[config.mk]
export PLATFORM = sky130hd
export DESIGN_NAME = iso8601_duration_to_seconds_top_flat
export DESIGN_NICKNAME = d
export VERILOG_FILES = /design/src/design/idur_pkg.sv /design/src/design/idur_in_if.sv /design/src/design/idur_out_if.sv /design/src/design/iso8601_duration_to_seconds_top.sv /design/src/design/idur_in_stage.sv /design/src/design/idur_parse_core.sv /design/src/flat_wrapper.sv
export SDC_FILE = /design/constraint.sdc
export NUM_CORES = 2
export LEC_CHECK = 0
export ABC_AREA = 1
export BUFFER_PORTS_ARGS = -buffer_cell sky130_fd_sc_hd__buf_2
export CORE_ASPECT_RATIO = 2
export CORE_MARGIN = 1
export CORE_UTILIZATION = 30
export CTS_BUF_LIST = sky130_fd_sc_hd__clkbuf_4
export DETAILED_ROUTE_END_ITERATION = 8
export GPL_TIMING_DRIVEN = 0
export SLEW_MARGIN = 20
export SYNTH_ARGS = -nofsm -noshare
export SYNTH_HDL_FRONTEND = slang
export SYNTH_SLANG_ARGS = --single-unit
[constraint.sdc]
create_clock -name clk -period 6.87 [get_ports clk]
set_input_delay 0.687 -clock clk [delete_from_list [all_inputs] [get_ports clk]]
set_output_delay 0.687 -clock clk [all_outputs]
set_load 0.05 [all_outputs]
[src/design/idur_pkg.sv]
// shared types and constants for the iso-8601 duration parser
// no dependencies; used by the interfaces and every module of the block
`default_nettype none

package idur_pkg;

    localparam int CHAR_W = 8;
    localparam int SEC_W  = 63;
    localparam int DIG_W  = 64;
    localparam int SCALE_W = 17;
    localparam int NUM_SCALED = 3;

    localparam logic [SEC_W-1:0] MAX_SECONDS_RESET = 63'd86400;
    localparam logic [DIG_W-1:0] DIGIT_LIMIT = 64'd1844674407370955160;

    // scaled accumulator slots
    localparam int SC_DAY  = 0;
    localparam int SC_HOUR = 1;
    localparam int SC_MIN  = 2;

    localparam logic [SCALE_W-1:0] UNIT_SCALE [NUM_SCALED] =
        '{17'd86400, 17'd3600, 17'd60};

    localparam logic [CHAR_W-1:0] CH_P    = 8'h50;
    localparam logic [CHAR_W-1:0] CH_T    = 8'h54;
    localparam logic [CHAR_W-1:0] CH_D    = 8'h44;
    localparam logic [CHAR_W-1:0] CH_H    = 8'h48;
    localparam logic [CHAR_W-1:0] CH_M    = 8'h4d;
    localparam logic [CHAR_W-1:0] CH_S    = 8'h53;
    localparam logic [CHAR_W-1:0] CH_ZERO = 8'h30;
    localparam logic [CHAR_W-1:0] CH_NINE = 8'h39;

    typedef enum logic [2:0] {
        PH_START   = 3'b001,
        PH_AFTER_P = 3'b010,
        PH_BODY    = 3'b100
    } phase_t;

    typedef struct packed {
        logic [CHAR_W-1:0] char_code;
        logic              is_last;
    } char_item_t;

    // input register contents handed to the parse core
    typedef struct packed {
        logic       valid;
        char_item_t item;
    } stage_t;

endpackage

`default_nettype wire

[src/design/idur_in_if.sv]
// character channel: valid/ready handshake with one byte and a last flag
// depends on idur_pkg
`default_nettype none

interface idur_in_if;
    logic                           valid;
    logic                           ready;
    logic [idur_pkg::CHAR_W-1:0]    char_code;
    logic                           is_last;

    modport source (output valid, output char_code, output is_last, input ready);
    modport sink   (input valid, input char_code, input is_last, output ready);
endinterface

`default_nettype wire

[src/design/idur_out_if.sv]
// result channel: valid/ready handshake with error flag and seconds
// depends on idur_pkg
`default_nettype none

interface idur_out_if;
    logic                           valid;
    logic                           ready;
    logic                           parse_error;
    logic [idur_pkg::SEC_W-1:0]     duration_seconds;

    modport source (output valid, output parse_error, output duration_seconds, input ready);
    modport sink   (input valid, input parse_error, input duration_seconds, output ready);
endinterface

`default_nettype wire

[src/design/iso8601_duration_to_seconds_top.sv]
// Streaming ISO-8601 duration parser: takes one byte per cycle while the result
// is not stalled and answers once per string with an error flag and the clamped
// seconds. The per-byte state update closes through the parse state registers
// alone, so bytes are accepted back to back. The last byte passes through the
// input register and then the result register, and a stalled result holds back
// only a following last byte.
// max_seconds may be written only while no string is in flight.
// depends on idur_pkg, idur_in_if, idur_out_if, idur_in_stage, idur_parse_core
`default_nettype none

module iso8601_duration_to_seconds_top (
    input  wire logic                        clk,
    input  wire logic                        rst_n,
    idur_in_if.sink                          chars,
    idur_out_if.source                       result,
    input  wire logic                        cfg_wr_en,
    input  wire logic [idur_pkg::SEC_W-1:0]  cfg_wr_data
);

    idur_pkg::stage_t  stage;
    logic              take;

    idur_in_stage u_in_stage (
        .clk   (clk),
        .rst_n (rst_n),
        .chars (chars),
        .take  (take),
        .stage (stage)
    );

    idur_parse_core u_parse_core (
        .clk         (clk),
        .rst_n       (rst_n),
        .cfg_wr_en   (cfg_wr_en),
        .cfg_wr_data (cfg_wr_data),
        .stage       (stage),
        .take        (take),
        .result      (result)
    );

endmodule

`default_nettype wire

[src/design/idur_in_stage.sv]
// input register for the character channel
// depends on idur_pkg and idur_in_if
`default_nettype none

module idur_in_stage (
    input  wire logic            clk,
    input  wire logic            rst_n,
    idur_in_if.sink              chars,
    input  wire logic            take,
    output idur_pkg::stage_t     stage
);

    logic                  valid_reg;
    idur_pkg::char_item_t  item_reg;
    logic                  load;

    // free when empty or when the held byte moves on this cycle
    assign chars.ready = !valid_reg || take;
    assign load        = chars.valid && chars.ready;

    always_ff @(posedge clk or negedge rst_n)
    begin
        if (!rst_n)
        begin
            valid_reg <= 1'b0;
        end
        else if (chars.ready)
        begin
            valid_reg <= chars.valid;
        end
    end

    always_ff @(posedge clk)
    begin
        if (load)
        begin
            item_reg.char_code <= chars.char_code;
            item_reg.is_last   <= chars.is_last;
        end
    end

    assign stage.valid = valid_reg;
    assign stage.item  = item_reg;

endmodule

`default_nettype wire

[src/design/idur_parse_core.sv]
// per-byte parse state, component accumulation and the result register
// depends on idur_pkg and idur_out_if
`default_nettype none

module idur_parse_core (
    input  wire logic                        clk,
    input  wire logic                        rst_n,
    input  wire logic                        cfg_wr_en,
    input  wire logic [idur_pkg::SEC_W-1:0]  cfg_wr_data,
    input  wire idur_pkg::stage_t            stage,
    output logic                             take,
    idur_out_if.source                       result
);

    localparam int SW = idur_pkg::SEC_W;
    localparam int DW = idur_pkg::DIG_W;
    localparam int NS = idur_pkg::NUM_SCALED;

    logic [SW-1:0]          max_reg;
    idur_pkg::phase_t       phase_reg, phase_next;
    logic [DW-1:0]          digit_reg, digit_next;
    logic                   have_reg, have_next;
    logic [SW-1:0]          total_reg, total_next;
    logic                   saw_reg, saw_next;
    logic                   failed_reg, failed_next;
    // digit run times each unit scale, with a flag once it reaches 2^63
    logic [SW-1:0]          scaled_reg [NS];
    logic [SW-1:0]          scaled_next [NS];
    logic                   over_reg [NS];
    logic                   over_next [NS];

    logic                   out_valid_reg;
    logic                   err_reg, err_next;
    logic [SW-1:0]          secs_reg, secs_next;

    logic [7:0]             c;
    logic                   last;
    logic                   is_digit;
    logic [3:0]             dval;
    logic                   in_body;
    logic [DW-1:0]          dig10;
    logic [SW+3:0]          sc_sum [NS];
    logic [SW-1:0]          sel_scaled;
    logic                   sel_over;
    logic                   unit_ok;
    logic [SW:0]            add_sum;
    logic [SW-1:0]          secs_floor;

    assign c    = stage.item.char_code;
    assign last = stage.item.is_last;
    assign take = stage.valid && (!last || !out_valid_reg || result.ready);

    assign is_digit = (c inside {[idur_pkg::CH_ZERO:idur_pkg::CH_NINE]});
    assign dval     = c[3:0];
    // only used while the run is at or below the digit limit, so it cannot wrap
    assign dig10    = (digit_reg << 3) + (digit_reg << 1) + DW'(dval);

    always_comb
    begin
        for (int i = 0; i < NS; i++)
        begin
            sc_sum[i] = ({4'b0, scaled_reg[i]} << 3) + ({4'b0, scaled_reg[i]} << 1)
                        + (SW+4)'(dval * idur_pkg::UNIT_SCALE[i]);
        end
    end

    // pick the product of the open run and the unit just seen
    always_comb
    begin
        unit_ok    = 1'b1;
        sel_scaled = digit_reg[SW-1:0];
        sel_over   = digit_reg[DW-1];
        case (c)
            idur_pkg::CH_D:
            begin
                sel_scaled = scaled_reg[idur_pkg::SC_DAY];
                sel_over   = over_reg[idur_pkg::SC_DAY];
            end
            idur_pkg::CH_H:
            begin
                sel_scaled = scaled_reg[idur_pkg::SC_HOUR];
                sel_over   = over_reg[idur_pkg::SC_HOUR];
            end
            idur_pkg::CH_M:
            begin
                sel_scaled = scaled_reg[idur_pkg::SC_MIN];
                sel_over   = over_reg[idur_pkg::SC_MIN];
            end
            idur_pkg::CH_S:
            begin
                sel_scaled = digit_reg[SW-1:0];
                sel_over   = digit_reg[DW-1];
            end
            default:
            begin
                unit_ok = 1'b0;
            end
        endcase
    end

    assign add_sum = {1'b0, sel_scaled} + {1'b0, total_reg};

    always_comb
    begin
        phase_next  = phase_reg;
        digit_next  = digit_reg;
        have_next   = have_reg;
        total_next  = total_reg;
        saw_next    = saw_reg;
        failed_next = failed_reg;
        for (int i = 0; i < NS; i++)
        begin
            scaled_next[i] = scaled_reg[i];
            over_next[i]   = over_reg[i];
        end
        in_body = 1'b0;

        if (!failed_reg)
        begin
            case (phase_reg)
                idur_pkg::PH_START:
                begin
                    if (c == idur_pkg::CH_P)
                    begin
                        phase_next = idur_pkg::PH_AFTER_P;
                    end
                    else
                    begin
                        phase_next = idur_pkg::PH_BODY;
                        in_body    = (c != idur_pkg::CH_T);
                    end
                end
                idur_pkg::PH_AFTER_P:
                begin
                    phase_next = idur_pkg::PH_BODY;
                    in_body    = (c != idur_pkg::CH_T);
                end
                default:
                begin
                    phase_next = idur_pkg::PH_BODY;
                    in_body    = 1'b1;
                end
            endcase
        end

        if (in_body)
        begin
            if (is_digit)
            begin
                if (digit_reg > idur_pkg::DIGIT_LIMIT)
                begin
                    failed_next = 1'b1;
                end
                else
                begin
                    digit_next = dig10;
                    have_next  = 1'b1;
                    for (int i = 0; i < NS; i++)
                    begin
                        scaled_next[i] = sc_sum[i][SW-1:0];
                        over_next[i]   = over_reg[i] || (|sc_sum[i][SW+3:SW]);
                    end
                end
            end
            else if (!unit_ok || !have_reg || sel_over || add_sum[SW])
            begin
                failed_next = 1'b1;
            end
            else
            begin
                total_next = add_sum[SW-1:0];
                digit_next = '0;
                have_next  = 1'b0;
                saw_next   = 1'b1;
                for (int i = 0; i < NS; i++)
                begin
                    scaled_next[i] = '0;
                    over_next[i]   = 1'b0;
                end
            end
        end
    end

    // answer from the state as it stands after this byte
    assign secs_floor = (total_next == '0) ? SW'(1) : total_next;
    assign err_next   = failed_next || have_next || !saw_next;
    assign secs_next  = err_next ? '0 :
                        ((secs_floor > max_reg) ? max_reg : secs_floor);

    always_ff @(posedge clk or negedge rst_n)
    begin
        if (!rst_n)
        begin
            max_reg <= idur_pkg::MAX_SECONDS_RESET;
        end
        else if (cfg_wr_en)
        begin
            max_reg <= cfg_wr_data;
        end
    end

    always_ff @(posedge clk or negedge rst_n)
    begin
        if (!rst_n)
        begin
            phase_reg  <= idur_pkg::PH_START;
            digit_reg  <= '0;
            have_reg   <= 1'b0;
            total_reg  <= '0;
            saw_reg    <= 1'b0;
            failed_reg <= 1'b0;
            for (int i = 0; i < NS; i++)
            begin
                scaled_reg[i] <= '0;
                over_reg[i]   <= 1'b0;
            end
        end
        else if (take)
        begin
            if (last)
            begin
                // string closed: start over for the next one
                phase_reg  <= idur_pkg::PH_START;
                digit_reg  <= '0;
                have_reg   <= 1'b0;
                total_reg  <= '0;
                saw_reg    <= 1'b0;
                failed_reg <= 1'b0;
                for (int i = 0; i < NS; i++)
                begin
                    scaled_reg[i] <= '0;
                    over_reg[i]   <= 1'b0;
                end
            end
            else
            begin
                phase_reg  <= phase_next;
                digit_reg  <= digit_next;
                have_reg   <= have_next;
                total_reg  <= total_next;
                saw_reg    <= saw_next;
                failed_reg <= failed_next;
                for (int i = 0; i < NS; i++)
                begin
                    scaled_reg[i] <= scaled_next[i];
                    over_reg[i]   <= over_next[i];
                end
            end
        end
    end

    always_ff @(posedge clk or negedge rst_n)
    begin
        if (!rst_n)
        begin
            out_valid_reg <= 1'b0;
        end
        else if (take && last)
        begin
            out_valid_reg <= 1'b1;
        end
        else if (result.ready)
        begin
            out_valid_reg <= 1'b0;
        end
    end

    always_ff @(posedge clk)
    begin
        if (take && last)
        begin
            err_reg  <= err_next;
            secs_reg <= secs_next;
        end
    end

    assign result.valid            = out_valid_reg;
    assign result.parse_error      = err_reg;
    assign result.duration_seconds = secs_reg;

    a_err_zero: assert property (@(posedge clk) disable iff (!rst_n)
        out_valid_reg && err_reg |-> secs_reg == '0)
        else $error("error result carries nonzero seconds");

    a_clamped: assert property (@(posedge clk) disable iff (!rst_n)
        out_valid_reg && !err_reg |-> secs_reg <= max_reg)
        else $error("valid result above the configured maximum");

    a_run_closed: assert property (@(posedge clk) disable iff (!rst_n)
        !have_reg |-> digit_reg == '0 && !over_reg[idur_pkg::SC_DAY])
        else $error("digit run value left behind after its unit");

    a_restart: assert property (@(posedge clk) disable iff (!rst_n)
        take && last |=> phase_reg == idur_pkg::PH_START && !failed_reg
                         && total_reg == '0 && !saw_reg)
        else $error("parse state not cleared after the last byte");

endmodule

`default_nettype wire
[src/flat_wrapper.sv]
// flat-port wrapper written by rule: the top's interface ports become plain ports
module iso8601_duration_to_seconds_top_flat 
  (clk, rst_n, cfg_wr_en, cfg_wr_data, chars_valid, chars_char_code, chars_is_last, chars_ready, result_valid, result_parse_error, result_duration_seconds, result_ready);
  idur_in_if chars_i ();
  idur_out_if result_i ();
  input  wire logic clk;
  input  wire logic rst_n;
  input  wire logic cfg_wr_en;
  input  wire logic [idur_pkg::SEC_W-1:0] cfg_wr_data;
  input wire logic [$bits(chars_i.valid)-1:0] chars_valid;
  input wire logic [$bits(chars_i.char_code)-1:0] chars_char_code;
  input wire logic [$bits(chars_i.is_last)-1:0] chars_is_last;
  output wire logic [$bits(chars_i.ready)-1:0] chars_ready;
  output wire logic [$bits(result_i.valid)-1:0] result_valid;
  output wire logic [$bits(result_i.parse_error)-1:0] result_parse_error;
  output wire logic [$bits(result_i.duration_seconds)-1:0] result_duration_seconds;
  input wire logic [$bits(result_i.ready)-1:0] result_ready;
  assign chars_i.valid = chars_valid;
  assign chars_i.char_code = chars_char_code;
  assign chars_i.is_last = chars_is_last;
  assign chars_ready = chars_i.ready;
  assign result_valid = result_i.valid;
  assign result_parse_error = result_i.parse_error;
  assign result_duration_seconds = result_i.duration_seconds;
  assign result_i.ready = result_ready;
  iso8601_duration_to_seconds_top u_core (.clk(clk), .rst_n(rst_n), .chars(chars_i), .result(result_i), .cfg_wr_en(cfg_wr_en), .cfg_wr_data(cfg_wr_data));
endmodule
==> metrics <==
H-tree depth 3; maxcap violations 0; chip width 277 microns; Die Span Y 552 microns; DRC Markers 0; Lkg Pwr 26.9 nW; Worst Slack Setup Final -0.180 ns; Metal-1 WL 63600 microns; DR top layer met4; Worst R2R Start u_core.u_in_stage.stage[3]; WS Path Type flip-flop to flip-flop; vias in the first global route 51500; Ports 143; ys async rst share 0.835; Max-slew headroom 0.159; CP arrival 7.95 ns; final WL 225000 microns; row count 201; status finished with violations; met3 routed WL 9170 microns; combinational power share 0.148; initial DRC count 2489; first-pass GRT wire length 322000 microns; Layout Utilization 0.376; Mapped Cells 6707; total global routing overflow 0; CTS clock-pin slew for the worst setup and hold paths 0.09 ns; Seq/Total Area, Yosys 0.252; Mean Syn Cell Area 6.77 sq um; Synth top area share 0.200; number of synthesized flops with an enable pin 73; Setup TNS -6.48 ns; Synth area leader dfrtp_1; Layout Nets 7896; HP Class input pin to async pin; critical path's most frequent cell clkbuf_16; Syn Std Cell Area 45400 sq um; drt pass-1 iters 6; reg2reg path depth 45; maximum clock insertion buffer count 3; largest net degree at the start of global routing 90; Final Max Slew Viols 0; Net Switching 2.14 mW; worst-margin pin slew 1.26 ns; die area 153000 sq um; top cells by instance count after synthesis 1581 x nand2_1, 1073 x inv_1, 659 x nor2_1; Syn-to-layout area delta 24.5%; most frequent cell after synthesis nand2_1; wire per inst 24.4 microns; Setup Viol. Count Final 63; fin crit share 1.03; Clock Tree Root clkbuf_4; Yosys cell types 56; Largest register FFs 168; dpl cell area 48700 sq um; Cell Pwr Density 118 nW/um^2; CP Launch Type flip-flop; RSZ-0062 raised after global routing yes; dpl hpwl 179000 microns; clock power share 0.437; Critical Path End Type flip-flop; Core Area 150000 sq um; max incr delay on CP 0.45 ns; crit path time final 7.05 ns; Worst Clk Skew 0.163 ns; CP required 7.77 ns; maximum vdd ir drop 122 uV; total CTS buffers 110; share of cells above drive strength 1 0.149; metal2 WL 119000 microns; internal power 4.55 mW; number of clock sinks 442; Synth Register Bits 442; crit path max fanout 8; Synth area leaders dfrtp_1 20%, ha_1 17%, nand2_1 13%, inv_1 8.9%, a21oi_1 6.9%; vias per cell 5.29; Port Buffers 141; antenna violations before repair 8; failing checks negative setup slack; GRT Util Overall 0.288; worst reg2reg setup slack -0.18 ns; CTS tree built; Warnings, synthesis 0; final design area excluding fillers 56500 sq um; synthesized net count 7425; achievable frequency 0.142 GHz; ys flop type dfrtp_1; sequential share of power 0.416; Routability Congestion 1.04; Net Sw Frac 0.320; DR vias 48800; clock latency on the worst-skew pair 1.17 ns; Slowest-stage cell, CP edfxtp_1; Routed Antenna Nets 0; Initial Util 0.302; Hold Vio Cnt, Final 0
how the worst max path moves through the flow:
| stage | from | endpoint | cells after the start |
|---|---|---|---|
| finish | u_core.u_in_stage.stage[3] | flip-flop | 45 |
| global route | u_core.u_in_stage.stage[3] | flip-flop | 45 |
| CTS | u_core.u_in_stage.stage[3] | flip-flop | 47 |
| detailed placement | u_core.u_in_stage.stage[2] | flip-flop | 34 |
| global placement | u_core.u_in_stage.stage[2] | flip-flop | 35 |
| floorplan | u_core.u_in_stage.stage[3] | flip-flop | 42 |
per-layer routing:
metal  vias to the layer above  global-route usage
met5                         -                   0
met4                         0               0.339
met3                       944              0.0430
met2                      1573               0.559
met1                     23000               0.221
li1                      23300                   -
power groups by stage:
stage | logic [mW] | clock network, mW | registers (mW)
floorplan | 0.489 | 0 | 2.88
global placement | 0.862 | 0 | 2.83
detailed placement | 0.893 | 0 | 2.83
CTS | 0.973 | 2.97 | 2.77
global route | 1.08 | 3.07 | 2.79
finish | 0.989 | 2.92 | 2.78
logic make-up (layout without fill, tap and decap cells):
logic type / after synthesis / count (layout) / synth area share
other: 0 / 9 / 0
AND/OR/NAND/NOR: 2571 / 2572 / 0.226
flip-flops: 442 / 442 / 0.252
AO/OA/AOI/OAI: 1635 / 1635 / 0.199
XOR/XNOR: 200 / 200 / 0.0386
buffers and inverters: 1218 / 1783 / 0.102
adder cells (fa/ha/maj): 641 / 641 / 0.183
area by class of cell:
| cell class | instances | area (sq um) |
|---|---|---|
| antenna | 9 | 22.5 |
| buffer | 137 | 1320 |
| clock buffer | 141 | 1060 |
| clock inverter | 66 | 664 |
| fill | 15800 | 93700 |
| inverter | 1079 | 4070 |
| multi-input combinational | 5048 | 32400 |
| sequential | 442 | 11400 |
| tap | 1928 | 2410 |
| timing repair buffer | 360 | 3070 |
cells in the final DEF, fill, tap and decap left out, types with 148 or more instances in the layout:
cell type	n
o21ai_0	464
o22ai_1	148
ha_1	557
nor2_1	606
inv_1	1066
buf_2	177
dfrtp_1	363
a21oi_1	480
nand2_1	1471
what timing repair did:
item / 4_1_cts / 5_1_grt
hold endpoints to repair: 159 / 0
setup buffers: 87 / 31
cloned: 11 / 8
resized for setup: 682 / 260
hold buffers: 75 / 0
pin swaps: 85 / 113
setup endpoints to repair: 365 / 77
stage by stage:
step	total power, mW	setup WS (ns)	hold WS [ns]	instances
2_1_floorplan	3.37	0.840	0.391	6707
3_3_place_gp	3.69	-6.01	0.496	8776
3_5_place_dp	3.72	-5.33	0.507	8783
4_1_cts	6.71	-0.0807	0.133	9162
5_1_grt	6.94	-0.346	0.168	9204
6_report	6.69	-0.180	0.130	9210
worst max-delay path, delay by kind of cell (launching register included):
family / cells / cell delay, ns
and+or+nand+nor: 25 / 3.15
buffers and inverters: 11 / 1.87
AOI/OAI and AO/OA: 6 / 0.80
adders and majority gates: 3 / 0.58
DFF: 1 / 0.45
(Power assumes the default switching activity.)
